**src/rtl/roman_numeral_encoder_defines.svh**
```systemverilog
// Assertion macros shared by the Roman numeral encoder RTL.
`ifndef ROMAN_NUMERAL_ENCODER_DEFINES_SVH
`define ROMAN_NUMERAL_ENCODER_DEFINES_SVH
`ifndef SYNTHESIS
`define RNE_ASSERT_IMPL(lbl, cond) \
  lbl: assert property (@(posedge clk) disable iff (rst) cond) \
    else $error("roman numeral encoder check failed");
`define RNE_ASSERT_NEXT(lbl, cause, effect) \
  lbl: assert property (@(posedge clk) disable iff (rst) cause |=> effect) \
    else $error("roman numeral encoder sequence check failed");
`else
`define RNE_ASSERT_IMPL(lbl, cond)
`define RNE_ASSERT_NEXT(lbl, cause, effect)
`endif
`endif

```
**src/rtl/rne_pkg.sv**
```systemverilog
// Types and constants shared by the Roman numeral encoder modules.
package rne_pkg;

  typedef logic [1:0] status_t;
  typedef logic [3:0] digit_t;

  localparam status_t ST_VALID = 2'd0;
  localparam status_t ST_ZERO  = 2'd1;
  localparam status_t ST_RANGE = 2'd2;

  localparam logic [11:0] VALUE_MAX = 12'd3999;

  localparam logic [7:0] CH_M = 8'h4D;
  localparam logic [7:0] CH_D = 8'h44;
  localparam logic [7:0] CH_C = 8'h43;
  localparam logic [7:0] CH_L = 8'h4C;
  localparam logic [7:0] CH_X = 8'h58;
  localparam logic [7:0] CH_V = 8'h56;
  localparam logic [7:0] CH_I = 8'h49;

  // Status and decimal digits of one value, digit index 0 holds the units.
  typedef struct packed {
    status_t         status;
    logic [3:0][3:0] digit;
  } item_t;

endpackage

```
**src/rtl/rne_front.sv**
```systemverilog
// Three-stage pipeline that checks the value and splits it into decimal digits.
module rne_front import rne_pkg::*; (
  input  logic        clk,
  input  logic        rst,
  input  logic        in_valid,
  output logic        in_stall,
  input  logic [11:0] value,
  output logic        item_valid,
  input  logic        item_take,
  output item_t       item
);
`include "roman_numeral_encoder_defines.svh"

  logic        v1;
  logic        v2;
  logic        v3;
  logic        adv1;
  logic        adv2;
  logic        adv3;
  status_t     st1;
  status_t     st2;
  status_t     st3;
  digit_t      d3_1;
  digit_t      d3_2;
  digit_t      d3_3;
  digit_t      d2_2;
  digit_t      d2_3;
  digit_t      d1_3;
  digit_t      d0_3;
  logic [9:0]  rem1;
  logic [6:0]  rem2;
  status_t     st_next;
  digit_t      d3_next;
  logic [11:0] thou_sub;
  digit_t      d2_next;
  logic [9:0]  hund_sub;
  digit_t      d1_next;
  logic [6:0]  ten_sub;

  assign adv3     = !v3 || item_take;
  assign adv2     = !v2 || adv3;
  assign adv1     = !v1 || adv2;
  assign in_stall = !adv1;

  always_comb begin
    if (value == 12'd0) begin
      st_next = ST_ZERO;
    end else if (value > VALUE_MAX) begin
      st_next = ST_RANGE;
    end else begin
      st_next = ST_VALID;
    end
    if (value >= 12'd3000) begin
      d3_next  = 4'd3;
      thou_sub = 12'd3000;
    end else if (value >= 12'd2000) begin
      d3_next  = 4'd2;
      thou_sub = 12'd2000;
    end else if (value >= 12'd1000) begin
      d3_next  = 4'd1;
      thou_sub = 12'd1000;
    end else begin
      d3_next  = 4'd0;
      thou_sub = 12'd0;
    end
  end

  always_comb begin
    d2_next = 4'd0;
    for (int k = 1; k < 10; k++) begin
      if (rem1 >= 10'(k * 100)) begin
        d2_next = 4'(k);
      end
    end
    hund_sub = {6'd0, d2_next} * 10'd100;
  end

  always_comb begin
    d1_next = 4'd0;
    for (int k = 1; k < 10; k++) begin
      if (rem2 >= 7'(k * 10)) begin
        d1_next = 4'(k);
      end
    end
    ten_sub = {3'd0, d1_next} * 7'd10;
  end

  always_ff @(posedge clk) begin
    if (rst) begin
      v1 <= 1'b0;
      v2 <= 1'b0;
      v3 <= 1'b0;
    end else begin
      if (adv1) begin
        v1 <= in_valid;
      end
      if (adv2) begin
        v2 <= v1;
      end
      if (adv3) begin
        v3 <= v2;
      end
    end
  end

  always_ff @(posedge clk) begin
    if (adv1) begin
      st1  <= st_next;
      d3_1 <= d3_next;
      rem1 <= 10'(value - thou_sub);
    end
    if (adv2) begin
      st2  <= st1;
      d3_2 <= d3_1;
      d2_2 <= d2_next;
      rem2 <= 7'(rem1 - hund_sub);
    end
    if (adv3) begin
      st3  <= st2;
      d3_3 <= d3_2;
      d2_3 <= d2_2;
      d1_3 <= d1_next;
      d0_3 <= 4'(rem2 - ten_sub);
    end
  end

  assign item_valid  = v3;
  assign item.status = st3;
  assign item.digit  = {d3_3, d2_3, d1_3, d0_3};

  `RNE_ASSERT_IMPL(a_digits_decimal, v3 && st3 == ST_VALID |-> d0_3 <= 4'd9 && d1_3 <= 4'd9 && d2_3 <= 4'd9 && d3_3 <= 4'd3)

endmodule

```
**src/rtl/rne_serializer.sv**
```systemverilog
// Serializer that turns decimal digits into numeral characters, one per beat.
module rne_serializer import rne_pkg::*; (
  input  logic        clk,
  input  logic        rst,
  input  logic        item_valid,
  output logic        item_take,
  input  item_t       item,
  output logic        out_valid,
  input  logic        out_stall,
  output logic [7:0]  symbol,
  output logic        last,
  output status_t     status
);
`include "roman_numeral_encoder_defines.svh"

  localparam logic [1:0] SEL_ONE  = 2'd0;
  localparam logic [1:0] SEL_FIVE = 2'd1;
  localparam logic [1:0] SEL_TEN  = 2'd2;

  function automatic logic [2:0] digit_len(input digit_t d);
    logic [2:0] len;
    case (d)
      4'd1, 4'd5:             len = 3'd1;
      4'd2, 4'd4, 4'd6, 4'd9: len = 3'd2;
      4'd3, 4'd7:             len = 3'd3;
      4'd8:                   len = 3'd4;
      default:                len = 3'd0;
    endcase
    return len;
  endfunction

  function automatic logic [1:0] digit_sel(input digit_t d, input logic [1:0] p);
    logic [1:0] sel;
    case (d)
      4'd4:             sel = (p == 2'd0) ? SEL_ONE : SEL_FIVE;
      4'd5:             sel = SEL_FIVE;
      4'd6, 4'd7, 4'd8: sel = (p == 2'd0) ? SEL_FIVE : SEL_ONE;
      4'd9:             sel = (p == 2'd0) ? SEL_ONE : SEL_TEN;
      default:          sel = SEL_ONE;
    endcase
    return sel;
  endfunction

  function automatic logic [1:0] top_index(input logic [3:0] m);
    logic [1:0] ix;
    ix = 2'd0;
    for (int i = 0; i < 4; i++) begin
      if (m[i]) begin
        ix = 2'(i);
      end
    end
    return ix;
  endfunction

  function automatic logic [7:0] place_char(input logic [1:0] place, input logic [1:0] sel);
    logic [7:0] ch;
    case (place)
      2'd0:    ch = (sel == SEL_ONE) ? CH_I : (sel == SEL_FIVE) ? CH_V : CH_X;
      2'd1:    ch = (sel == SEL_ONE) ? CH_X : (sel == SEL_FIVE) ? CH_L : CH_C;
      2'd2:    ch = (sel == SEL_ONE) ? CH_C : (sel == SEL_FIVE) ? CH_D : CH_M;
      default: ch = CH_M;
    endcase
    return ch;
  endfunction

  logic            busy;
  status_t         cur_status;
  logic [3:0][3:0] digit;
  logic [1:0]      idx;
  logic [1:0]      pos;
  logic            emit_ok;
  logic            emit;
  logic [3:0]      nz;
  logic [3:0]      lower;
  logic [3:0]      item_nz;
  logic [2:0]      cur_len;
  logic            digit_end;
  logic            item_end;
  logic [7:0]      cur_char;

  always_comb begin
    for (int i = 0; i < 4; i++) begin
      nz[i]      = digit[i] != 4'd0;
      item_nz[i] = item.digit[i] != 4'd0;
      lower[i]   = nz[i] && (2'(i) < idx);
    end
  end

  assign cur_len   = digit_len(digit[idx]);
  assign digit_end = {1'b0, pos} == cur_len - 3'd1;
  assign item_end  = (cur_status != ST_VALID) || (digit_end && lower == 4'd0);
  assign cur_char  = (cur_status == ST_VALID) ?
                     place_char(idx, digit_sel(digit[idx], pos)) : 8'd0;
  assign emit_ok   = !out_valid || !out_stall;
  assign emit      = busy && emit_ok;
  assign item_take = item_valid && (!busy || (emit && item_end));

  always_ff @(posedge clk) begin
    if (rst) begin
      busy      <= 1'b0;
      out_valid <= 1'b0;
    end else begin
      if (item_take) begin
        busy <= 1'b1;
      end else if (emit && item_end) begin
        busy <= 1'b0;
      end
      if (emit) begin
        out_valid <= 1'b1;
      end else if (!out_stall) begin
        out_valid <= 1'b0;
      end
    end
  end

  always_ff @(posedge clk) begin
    if (emit) begin
      symbol <= cur_char;
      last   <= item_end;
      status <= cur_status;
    end
    if (item_take) begin
      cur_status <= item.status;
      digit      <= item.digit;
      idx        <= top_index(item_nz);
      pos        <= 2'd0;
    end else if (emit) begin
      if (digit_end) begin
        idx <= top_index(lower);
        pos <= 2'd0;
      end else begin
        pos <= pos + 2'd1;
      end
    end
  end

  `RNE_ASSERT_IMPL(a_flag_is_last, out_valid && status != ST_VALID |-> last)
  `RNE_ASSERT_IMPL(a_digit_live, busy && cur_status == ST_VALID |-> nz[idx] && {1'b0, pos} < cur_len)
  `RNE_ASSERT_NEXT(a_stay_busy, emit && !item_end, busy && out_valid)

endmodule

```
**src/rtl/roman_numeral_encoder.sv**
```systemverilog
// Top level of the Roman numeral encoder: digit split pipeline and serializer.
// A value passes through the front pipeline stages, the serializer's digit registers
// and the output register. Throughput: one character per cycle while out_stall is low;
// a value yields as many characters as its numeral has (1 to 15, one for zero or
// out of range). Consecutive values follow back to back when the next one is waiting.
// Reset clears all valid bits; payload registers keep their contents.
module roman_numeral_encoder import rne_pkg::*; (
  input  logic        clk,
  input  logic        rst,
  input  logic        in_valid,
  output logic        in_stall,
  input  logic [11:0] value,
  output logic        out_valid,
  input  logic        out_stall,
  output logic [7:0]  symbol,
  output logic        last,
  output logic [1:0]  status
);

  logic  item_valid;
  logic  item_take;
  item_t item;

  rne_front u_front (
    .clk        (clk),
    .rst        (rst),
    .in_valid   (in_valid),
    .in_stall   (in_stall),
    .value      (value),
    .item_valid (item_valid),
    .item_take  (item_take),
    .item       (item)
  );

  rne_serializer u_serializer (
    .clk        (clk),
    .rst        (rst),
    .item_valid (item_valid),
    .item_take  (item_take),
    .item       (item),
    .out_valid  (out_valid),
    .out_stall  (out_stall),
    .symbol     (symbol),
    .last       (last),
    .status     (status)
  );

endmodule
```
**config.mk**
```make
export PLATFORM = sky130hd
export DESIGN_NAME = roman_numeral_encoder
export DESIGN_NICKNAME = d
export VERILOG_FILES = /design/src/rtl/rne_pkg.sv /design/src/rtl/rne_front.sv /design/src/rtl/rne_serializer.sv /design/src/rtl/roman_numeral_encoder.sv
export VERILOG_INCLUDE_DIRS = /design/src /design/src/rtl
export SDC_FILE = /design/constraint.sdc
export NUM_CORES = 1
export LEC_CHECK = 0
export BUFFER_PORTS_ARGS = -buffer_cell sky130_fd_sc_hd__buf_2
export CAP_MARGIN = 20
export CELL_PAD_IN_SITES_DETAIL_PLACEMENT = 0
export CELL_PAD_IN_SITES_GLOBAL_PLACEMENT = 2
export CORE_MARGIN = 2
export CORE_UTILIZATION = 37
export DETAILED_ROUTE_END_ITERATION = 8
export PLACE_DENSITY_LB_ADDON = 0.1
export SYNTH_ARGS = -nofsm -noshare
export SYNTH_HDL_FRONTEND = slang
export SYNTH_SLANG_ARGS = --single-unit
```
**constraint.sdc**
```tcl
create_clock -name clk -period 3.2 [get_ports clk]
set_input_delay 0.64 -clock clk [delete_from_list [all_inputs] [get_ports clk]]
set_output_delay 0.64 -clock clk [all_outputs]
set_load 0.005 [all_outputs]
```
==> results of run 1 <==
registers in the layout, indices dropped and copies added (netlist names), 4 cells and up:
signal and count:
u_front.d0_3 4, u_front.rem2 7, u_serializer.symbol 6, u_front.d2_3 4, u_front.d1_3 4, u_serializer.digit 14, u_front.rem1 10, u_front.d2_2 4
worst min path at each step:
stage | startpoint | to | slack [ns]
finish | u_front.d2_2[3] | u_front.d2_3[3] | 0.42
CTS | u_front.d2_2[3] | u_front.d2_3[3] | 0.42
floorplan | u_front.rem2[0] | u_front.d0_3[0] | 0.40
global placement | u_front.st3[1] | u_serializer.cur_status[1] | 0.40
global route | u_front.d2_2[1] | u_front.d2_3[1] | 0.43
detailed placement | u_front.d2_2[1] | u_front.d2_3[1] | 0.40
layout make-up:
cell class,instances,area share
Sequential cell,79,0.457
Multi-Input combinational cell,210,0.323
Timing Repair Buffer,79,0.125
Tap cell,136,0.0338
Clock buffer,9,0.0246
Inverter,32,0.0239
Clock inverter,6,0.0124
per-stage QoR:
| step | util | hold slack, ns | setup slack [ns] | area, sq um | power (mW) |
|---|---|---|---|---|---|
| global placement | 0.433 | 0.402 | -0.0983 | 4490 | 2.42 |
| CTS | 0.464 | 0.422 | -0.478 | 4810 | 3.14 |
| detailed placement | 0.433 | 0.405 | -0.178 | 4490 | 2.44 |
| global route | 0.485 | 0.428 | -0.638 | 5030 | 3.36 |
| finish | 0.485 | 0.421 | -0.486 | 5030 | 3.15 |
| floorplan | - | 0.400 | -0.0456 | 4020 | 2.18 |
logic make-up (layout without fill, tap and decap cells):
group,after synthesis,in the layout,synth area share
DFF,79,79,0.579
buffers and inverters,45,126,0.0469
AOI/OAI and AO/OA,78,78,0.131
muxes,6,6,0.0226
other,1,2,0.000943
and+or+nand+nor,89,90,0.123
xor gates and xnor gates,16,16,0.0352
adders and majority gates,18,18,0.0617
metal layers:
metal  up-vias  track usage
li1       1390            -
met1      1337        0.169
met2        48        0.243
met3         9       0.0303
met4         0       0.0531
met5         -            0
layout by cell type (no fill, tap or decap), drive strengths merged, types with 9 or more instances in the layout:
| cell type | netlist | final |
|---|---|---|
| a21oi | 22 | 22 |
| nor2 | 25 | 25 |
| inv | 32 | 32 |
| buf | 4 | 76 |
| o21ai | 14 | 14 |
| edfxtp | 72 | 72 |
| ha | 14 | 14 |
| nor4 | 9 | 9 |
| clkbuf | 9 | 12 |
| nand2 | 17 | 17 |
| xnor2 | 11 | 11 |
power breakdown:
part,internal [mW],switching (mW),total (mW),leakage (nW)
clock,0.353,0.341,0.694,0.0871
sequential,1.40,0.151,1.55,0.796
combinational,0.461,0.446,0.907,1.14
critical path: cells and delay by family (launching register included):
kind | cells | cell delay, ns
muxes | 2 | 0.56
and+or+nand+nor | 4 | 0.73
DFF | 1 | 0.52
AOI/OAI and AO/OA | 1 | 0.18
adders and majority gates | 1 | 0.28
buffers and inverters | 3 | 0.32
xor gates and xnor gates | 1 | 0.11
what timing repair did:
item	CTS	global route
cloned	1	3
buffers inserted	13	10
setup endpoints to repair	35	74
pin swaps	5	7
gates resized for setup	6	23
==> reports/results.ini, run 1 <==
[cells_and_area]
fill_cells=971
final-instance-count-excl-fill=551
layout.nets=444
drive_gt1_frac=0.306
area_growth_pct=26.5
diodes=0
multi_input_area_sq_um=1620
register_area_sq_um=2300

[critical_path]
slowest_delay_ns=0.52
crit_start=u_serializer.idx[1]
crit_chain=buf_6, mux4_2, nand4b_1, o21a_1, ha_4, xnor2_2, nor2_1, mux2i_2, nor4b_4, or3_4, inv_2, buf_2
r2r_start=u_serializer.idx[1]
critPathMaxFanout=6
crit_path_end_kind=output pin
start_kind=flip-flop
r2r_end=u_front.rem2[4]
crit_slowest_cell=edfxtp_1
crit_end=in_stall
reg2reg_slack_ns=-0.12
crit_required_ns=2.56
r2r_cells=12
cp.arrival_ns=3.05
path_class=reg2out

[floorplan]
die_height_um=108
fp-row-count=37
io_pins=29
coreArea_sq_um=10400
initial_core_util=0.384
die_area_sq_um=11600
die_w_um=108

[drt]
wl_met1_mm=3.59
met3WireLength_um=220
drt_iter0_drc=61
wl_mm=8.05
vias=2784
route.met2.wl_mm=4.14
dr.pass1.iters=4
routed_via_density=5.05
top_layer_used=met4
post_drt_wl_per_cell_um=14.6
ant_nets=0
drc=0

[synthesis]
async_reset_ff_frac=0
synth_area_sq_um=3980
ys.flop_type=edfxtp_1
yosys.area.top_type=edfxtp_1
ys_seq_elements=79
yosysSeqAreaShare=0.579
netlist.area_leader.share=0.544
ys_types=59
yosysMostFrequentCell=edfxtp_1
synth.area.top_cells=edfxtp_1, ha_1, dfxtp_1
synth_common_cells=edfxtp_1, inv_1, nor2_1, a21oi_1, nand2_1
synth-edff-count=72
synthCells=332
avgSynthCellArea_sq_um=12.0
ys_warn_count=0

[clock_tree]
ctsHoldBuffers=0
tritoncts=yes
cts_buffer_depth=2
cts.sinks=79
htreeDepth=3
cts-buffers-inserted=9
clkLatencyLatePin_ns=0.33
clk_pin_slew_worst_paths_ns=0.08
cts_root_buf=clkbuf_8

[place]
gp_congestion=0.807
dp.cells=513
dp_hpwl_mm=5.52
numPortBuffers=26

[worst_hold_path]
hold_path_class=reg2reg
min_path_cells=0

[power_and_ir_drop]
leakage_nw=2.02
ir_drop_mv=0.221
pwr_density_cell_nw_per_um2=626

[timing]
fmax_ghz=0.271
fin_crit_sh=1.15
skew_ns=0.00851
finalSetupViolations=38
relSlewSlack=0.658
worst_pin_slew_ns=0.513
layout_setup_ws_ns=-0.486
slew_violations=0
hold_violations=0
tns_ns=-3.59
rsz0062_at_grt=yes
post-route-min-period_ns=3.69

[global_route]
grt_start_max_net_pins=19
grt_use_total=0.140
overflow=0
grt_pass1_vias=2690
grt_pass1_wl_mm=12.5
antenna_found_initial=0

[run_status]
status=complete, but fails checks
violations=setup timing

[run]
cap_violations=0

Power figures use the tool's default switching activity.
==> inputs of run 2 (changes only) <==
- CORE_UTILIZATION: 37 -> 41
- CTS_CLUSTER_DIAMETER: not set -> 30
- REMOVE_ABC_BUFFERS: not set -> 1
- clock period: 3.2 -> 3.4 ns (I/O delays scaled with it)
==> run 2 against run 1 <==
Against the previous run:
- register-to-register slack better by 0.26 ns
- via count down 6.1%
- critical path type unchanged
- worst setup slack better by 0.18 ns
- clock-buffer cell count unchanged
- largest cell class unchanged
- routed wire length down 5.0%
- the run still ends with setup timing left
- combinational power down 11%
- cell count down 5.4%
==> reports/results.ini, run 2 (synthesis gave the netlist of run 1 again) <==
[clock_tree]
tritoncts=yes
cts_buffer_depth=2  ; unchanged
clkLatencyLatePin_ns=0.35  ; +0.02 ns
cts.sinks=79  ; unchanged
ctsHoldBuffers=0  ; unchanged
htreeDepth=3  ; unchanged
clk_pin_slew_worst_paths_ns=0.08  ; about the same
cts-buffers-inserted=9  ; unchanged
cts_root_buf=clkbuf_8

[critical_path]
cp.arrival_ns=3.03  ; -0.02 ns
path_class=reg2out
crit_required_ns=2.72  ; +0.16 ns
r2r_cells=12  ; unchanged
r2r_end=u_front.rem2[5]
crit_path_end_kind=output pin
critPathMaxFanout=5  ; -1
r2r_start=u_serializer.idx[1]
reg2reg_slack_ns=0.14  ; +0.26 ns
start_kind=flip-flop

[timing]
tns_ns=-0.305  ; +3.28 ns
finalSetupViolations=1  ; -97%
rsz0062_at_grt=yes
fin_crit_sh=1.09
layout_setup_ws_ns=-0.305  ; +0.181 ns
skew_ns=0.0126  ; +0.00406 ns
slew_violations=0  ; unchanged
hold_violations=0  ; unchanged
worst_pin_slew_ns=0.584  ; +0.0708 ns
fmax_ghz=0.270
hold_ws_ns=0.417  ; -0.00448 ns
post-route-min-period_ns=3.71
relSlewSlack=0.606  ; -0.0523

[cells_and_area]
final_cell_mix=edfxtp_1, inv_1, buf_4
largest_reg_flops=14  ; unchanged
final-instance-count-excl-fill=521  ; -5.4%
final_area_sq_um=4730  ; -6.0%
final_common_cell=edfxtp_1
drive_gt1_frac=0.232  ; -0.0739
regMostFlops=u_serializer.digit
diodes=0  ; unchanged
reg.largest.list=u_serializer.digit: 14 flops, u_front.rem1: 10 flops, u_front.rem2: 7 flops
area_growth_pct=19.0
layout.nets=420  ; -5.4%
utilization=0.507  ; +0.0220

[drt]
vias=2614  ; -6.1%
drc=0  ; unchanged
wl_mm=7.65  ; -5.0%
dr.pass1.iters=4  ; unchanged
routed_via_density=5.02  ; -0.70%
ant_nets=0  ; unchanged
post_drt_wl_per_cell_um=14.7  ; +0.45%
drt_iter0_drc=124  ; +100%

[floorplan]
die_w_um=102  ; -4.8%
coreArea_sq_um=9330  ; -10%
initial_core_util=0.426  ; +0.0429
io_pins=29  ; unchanged
fp-row-count=35  ; -5.4%
die_height_um=102  ; -4.8%
die_area_sq_um=10500  ; -9.4%

[power_and_ir_drop]
pwr_density_cell_nw_per_um2=637  ; +1.8%
ir_drop_mv=0.301  ; +36%
power_mw=3.02  ; -4.3%
leakage_nw=1.88  ; -6.7%

[place]
dp.cells=502  ; -2.1%
placed_area_sq_um=4420  ; -1.6%
dp_slack_ns=-0.131  ; +0.0474 ns
numPortBuffers=26  ; unchanged
dp_hpwl_mm=5.96  ; +7.9%
gp_congestion=0.850  ; +5.4%

[global_route]
grt_use_total=0.162  ; +0.0218
grt_start_max_net_pins=19  ; unchanged
grt_pass1_vias=2640  ; -1.9%
grt_pass1_wl_mm=12.8  ; +2.5%
overflow=0  ; unchanged
antenna_found_initial=0  ; unchanged

[run]
cap_violations=0  ; unchanged

[run_status]
status=complete, but fails checks
violations=setup timing

[worst_hold_path]
min_path_cells=0  ; unchanged
holdPathEnd=u_front.st2[0]
hp-start=u_front.st1[0]
hold_path_class=reg2reg

[run 2: area by class of cell]
| type | instances | area, sq um |
|---|---|---|
| fillers | 838 | 4600 |
| clock inverters | 7 | 96.3 |
| inverters | 32 | 120 |
| repair buffers | 56 | 375 |
| clock buffers | 9 | 124 |
| multi-input cells | 209 | 1550 |
| flip-flops and latches | 79 | 2300 |
| well taps | 129 | 161 |
[run 2: layer usage]
metal / GRT usage / wire, um / vias to the layer above
li1: - / - / 1343
met1: 0.198 / 3330 / 1239
met2: 0.280 / 4060 / 24
met3: 0.0366 / 144 / 8
met4: 0.0595 / 114 / 0
met5: 0 / 0 / -
[run 2: report_power, final]
part,leakage (nW),internal (mW),switching (mW)
logic,0.984,0.399,0.407
clock network,0.103,0.414,0.340
registers,0.796,1.32,0.139
total,1.88,2.13,0.887
[run 2: what timing repair did]
item | 4_1_cts | 5_1_grt
pin swaps | 3 | 1
buffers inserted | 2 | 1
setup endpoints to repair | 16 | 17
resized for setup | 8 | 5
[run 2: how the worst max path moves through the flow]
stage / start / to
floorplan: u_serializer.idx[0] / in_stall
CTS: u_serializer.idx[0] / in_stall
detailed placement: u_serializer.idx[0] / in_stall
global placement: u_serializer.idx[0] / in_stall
finish: u_serializer.idx[1] / in_stall
global route: u_serializer.idx[0] / in_stall
[run 2: critical path: stages (launching register included)]
cell and delay, ns:
edfxtp_1 0.50, buf_6 0.17, mux4_2 0.30, nand4b_1 0.24, o21a_1 0.17, ha_4 0.30, xnor2_4 0.13, nor2_1 0.07
mux2i_2 0.23, nor4b_4 0.08, or3_4 0.34, inv_1 0.05, buf_2 0.10
==> inputs of run 3 (changes only) <==
- BUFFER_PORTS_ARGS: -buffer_cell sky130_fd_sc_hd__buf_2 -> not set
- CORE_UTILIZATION: 41 -> 35
- DONT_BUFFER_PORTS: not set -> 1
==> run 3 against run 2 <==
Against the previous run:
- the run still ends with setup timing left
- sequential share of layout area increased by 0.86 points
- routed wire length increased by 2.5%
- global-route usage decreased by 2.7 points
- core utilization decreased by 8.4 points
- critical path depth decreased by 2
- worst setup slack improved by 0.088 ns
- combinational power about the same
- cell count decreased by 3.1%
- via count decreased by 2.4%
- worst hold slack got worse by 0.0063 ns
- cell area decreased by 1.7%
- sequential cell count unchanged
- critical endpoint unchanged
- largest power group unchanged
==> reports/results.ini, run 3 (synthesis gave the netlist of run 1 again) <==
[run_status]
status=complete, but fails checks
violations=setup timing

[critical_path]
path_class=reg2out
r2r_cells=11  ; -1
reg2reg_slack_ns=0.12  ; -0.02 ns
start_kind=flip-flop
crit_path_end_kind=output pin
r2r_start=u_serializer.idx[0]
r2r_end=u_front.d2_2[1]
cp.arrival_ns=2.94  ; -0.09 ns
crit_required_ns=2.72  ; about the same
critPathMaxFanout=3  ; -2

[drt]
routed_via_density=5.05  ; +0.64%
post_drt_wl_per_cell_um=15.5  ; +5.7%
vias=2550  ; -2.4%
drc=0  ; unchanged
dr.pass1.iters=4  ; unchanged
drt_iter0_drc=106  ; -15%
wl_mm=7.84  ; +2.5%
ant_nets=0  ; unchanged

[power_and_ir_drop]
switching_share=0.283  ; -0.0110
pwr_density_cell_nw_per_um2=684  ; +7.3%
power_mw=3.18  ; +5.4%
p_clk_frac=0.289  ; +0.039
leakage_nw=1.79  ; -5.2%
ir_drop_mv=0.304  ; +1.0%
p_comb_frac=0.253  ; -0.014
power.switching_mw=0.900  ; +1.5%
power_frac_seq=0.457  ; -0.025
intPower_mw=2.28  ; +7.1%

[timing]
tns_ns=-0.218  ; +0.0877 ns
hold_ws_ns=0.410  ; -0.00630 ns
fmax_ghz=0.276  ; +2.4%
hold_violations=0  ; unchanged
worst_pin_slew_ns=0.538  ; -0.0455 ns
finalSetupViolations=1  ; unchanged
rsz0062_at_grt=yes
skew_ns=0.00689  ; -0.00569 ns
fin_crit_sh=1.06  ; -0.0258
layout_setup_ws_ns=-0.218  ; +0.0877 ns
post-route-min-period_ns=3.62  ; -0.0877 ns
relSlewSlack=0.641  ; +0.0354
slew_violations=0  ; unchanged

[worst_hold_path]
holdPathEnd=u_front.v1
hp-start=rst
hold_path_class=in2reg
min_path_cells=1  ; +1

[clock_tree]
clkLatencyLatePin_ns=0.33  ; -0.02 ns
cts_buffer_depth=2  ; unchanged
cts-buffers-inserted=9  ; unchanged
htreeDepth=3  ; unchanged
cts.sinks=79  ; unchanged
cts_root_buf=clkbuf_16
clk_pin_slew_worst_paths_ns=0.06  ; -0.02 ns
tritoncts=yes

[global_route]
overflow=0  ; unchanged
grt_pass1_vias=2666  ; +0.98%
antenna_found_initial=0  ; unchanged
grt_pass1_wl_mm=13.2  ; +2.8%
grt_start_max_net_pins=19  ; unchanged
grt_use_total=0.134  ; -0.0272

[floorplan]
coreArea_sq_um=11000  ; +18%
die_w_um=111  ; +7.9%
die_area_sq_um=12200  ; +16%
fp-row-count=38  ; +8.6%
initial_core_util=0.362  ; -0.0643
die_height_um=111  ; +7.9%
io_pins=29  ; unchanged

[cells_and_area]
regMostFlops=u_serializer.digit
drive_gt1_frac=0.164  ; -0.0678
area_growth_pct=16.9
final_area_sq_um=4650  ; -1.7%
reg.largest.list=u_serializer.digit: 14 flops, u_front.rem1: 10 flops, u_front.rem2: 7 flops
final-instance-count-excl-fill=505  ; -3.1%
final_cell_mix=edfxtp_1, inv_1, buf_4
largest_reg_flops=14  ; unchanged
diodes=0  ; unchanged
final_common_cell=edfxtp_1
utilization=0.423  ; -0.0840
layout.nets=393  ; -6.4%

[place]
dp_slack_ns=-0.0571  ; +0.0735 ns
dp.cells=483  ; -3.8%
numPortBuffers=0  ; -100%
placed_area_sq_um=4260  ; -3.6%
dp_hpwl_mm=5.91  ; -0.81%
gp_congestion=0.749  ; -12%

[run]
cap_violations=0  ; unchanged

## run 3: cell count changes in the layout (fill, tap and decap cells not counted), moves of 2 or more
cell,before,now
buf_2,26,0
clkbuf_16,0,9
clkbuf_8,9,0
clkbuf_1,0,2
clkinv_1,1,3
## run 3: final cells by class
class	count	area [sq um]
sequential	79	2300
clock buffer	11	233
clock inverter	5	48.8
inverter	32	124
timing repair buffer	29	221
tap	140	175
multi-input combinational	209	1550
fill	1045	6330
## run 3: what timing repair did
action	4_1_cts	5_1_grt
endpoints found under the setup margin	16	32
hold buffers	0	0
gates resized for setup	7	5
setup buffers	5	1
pin swaps	5	3
## run 3: worst max path at each step
stage / cells past startpoint / endpoint / slack [ns] / startpoint
2_1_floorplan: 10 / in_stall / -0.36 / u_serializer.idx[0]
3_3_place_gp: 11 / in_stall / 0.02 / u_serializer.idx[1]
3_5_place_dp: 11 / in_stall / -0.06 / u_serializer.idx[1]
4_1_cts: 11 / in_stall / -0.22 / u_serializer.idx[0]
5_1_grt: 10 / in_stall / -0.33 / u_serializer.idx[0]
6_report: 10 / in_stall / -0.22 / u_serializer.idx[0]
## run 3: power groups by stage
stage          Sequential (mW)  Clock, mW  Combinational [mW]
2_1_floorplan             1.44          0               0.592
3_3_place_gp              1.47          0               0.790
3_5_place_dp              1.48          0               0.792
4_1_cts                   1.46      0.947               0.813
5_1_grt                   1.48      0.983               0.942
6_report                  1.45      0.919               0.806
## run 3: critical path, cell delays in order, from the launching register on
cell and delay, ns:
edfxtp_1 0.41, mux4_2 0.54, nand4b_1 0.23, o21a_1 0.17, ha_4 0.29, xnor2_4 0.12
nor2_1 0.07, mux2i_2 0.25, nor4b_4 0.09, or3_1 0.34, inv_1 0.08
## run 3: per-layer routing
layer | up-vias | GRT usage | part of all wire
met1 | 1198 | 0.158 | 0.43
met4 | 0 | 0.0425 | 0.023
li1 | 1288 | - | -
met3 | 12 | 0.0368 | 0.038
met5 | - | 0 | 0
met2 | 52 | 0.237 | 0.51
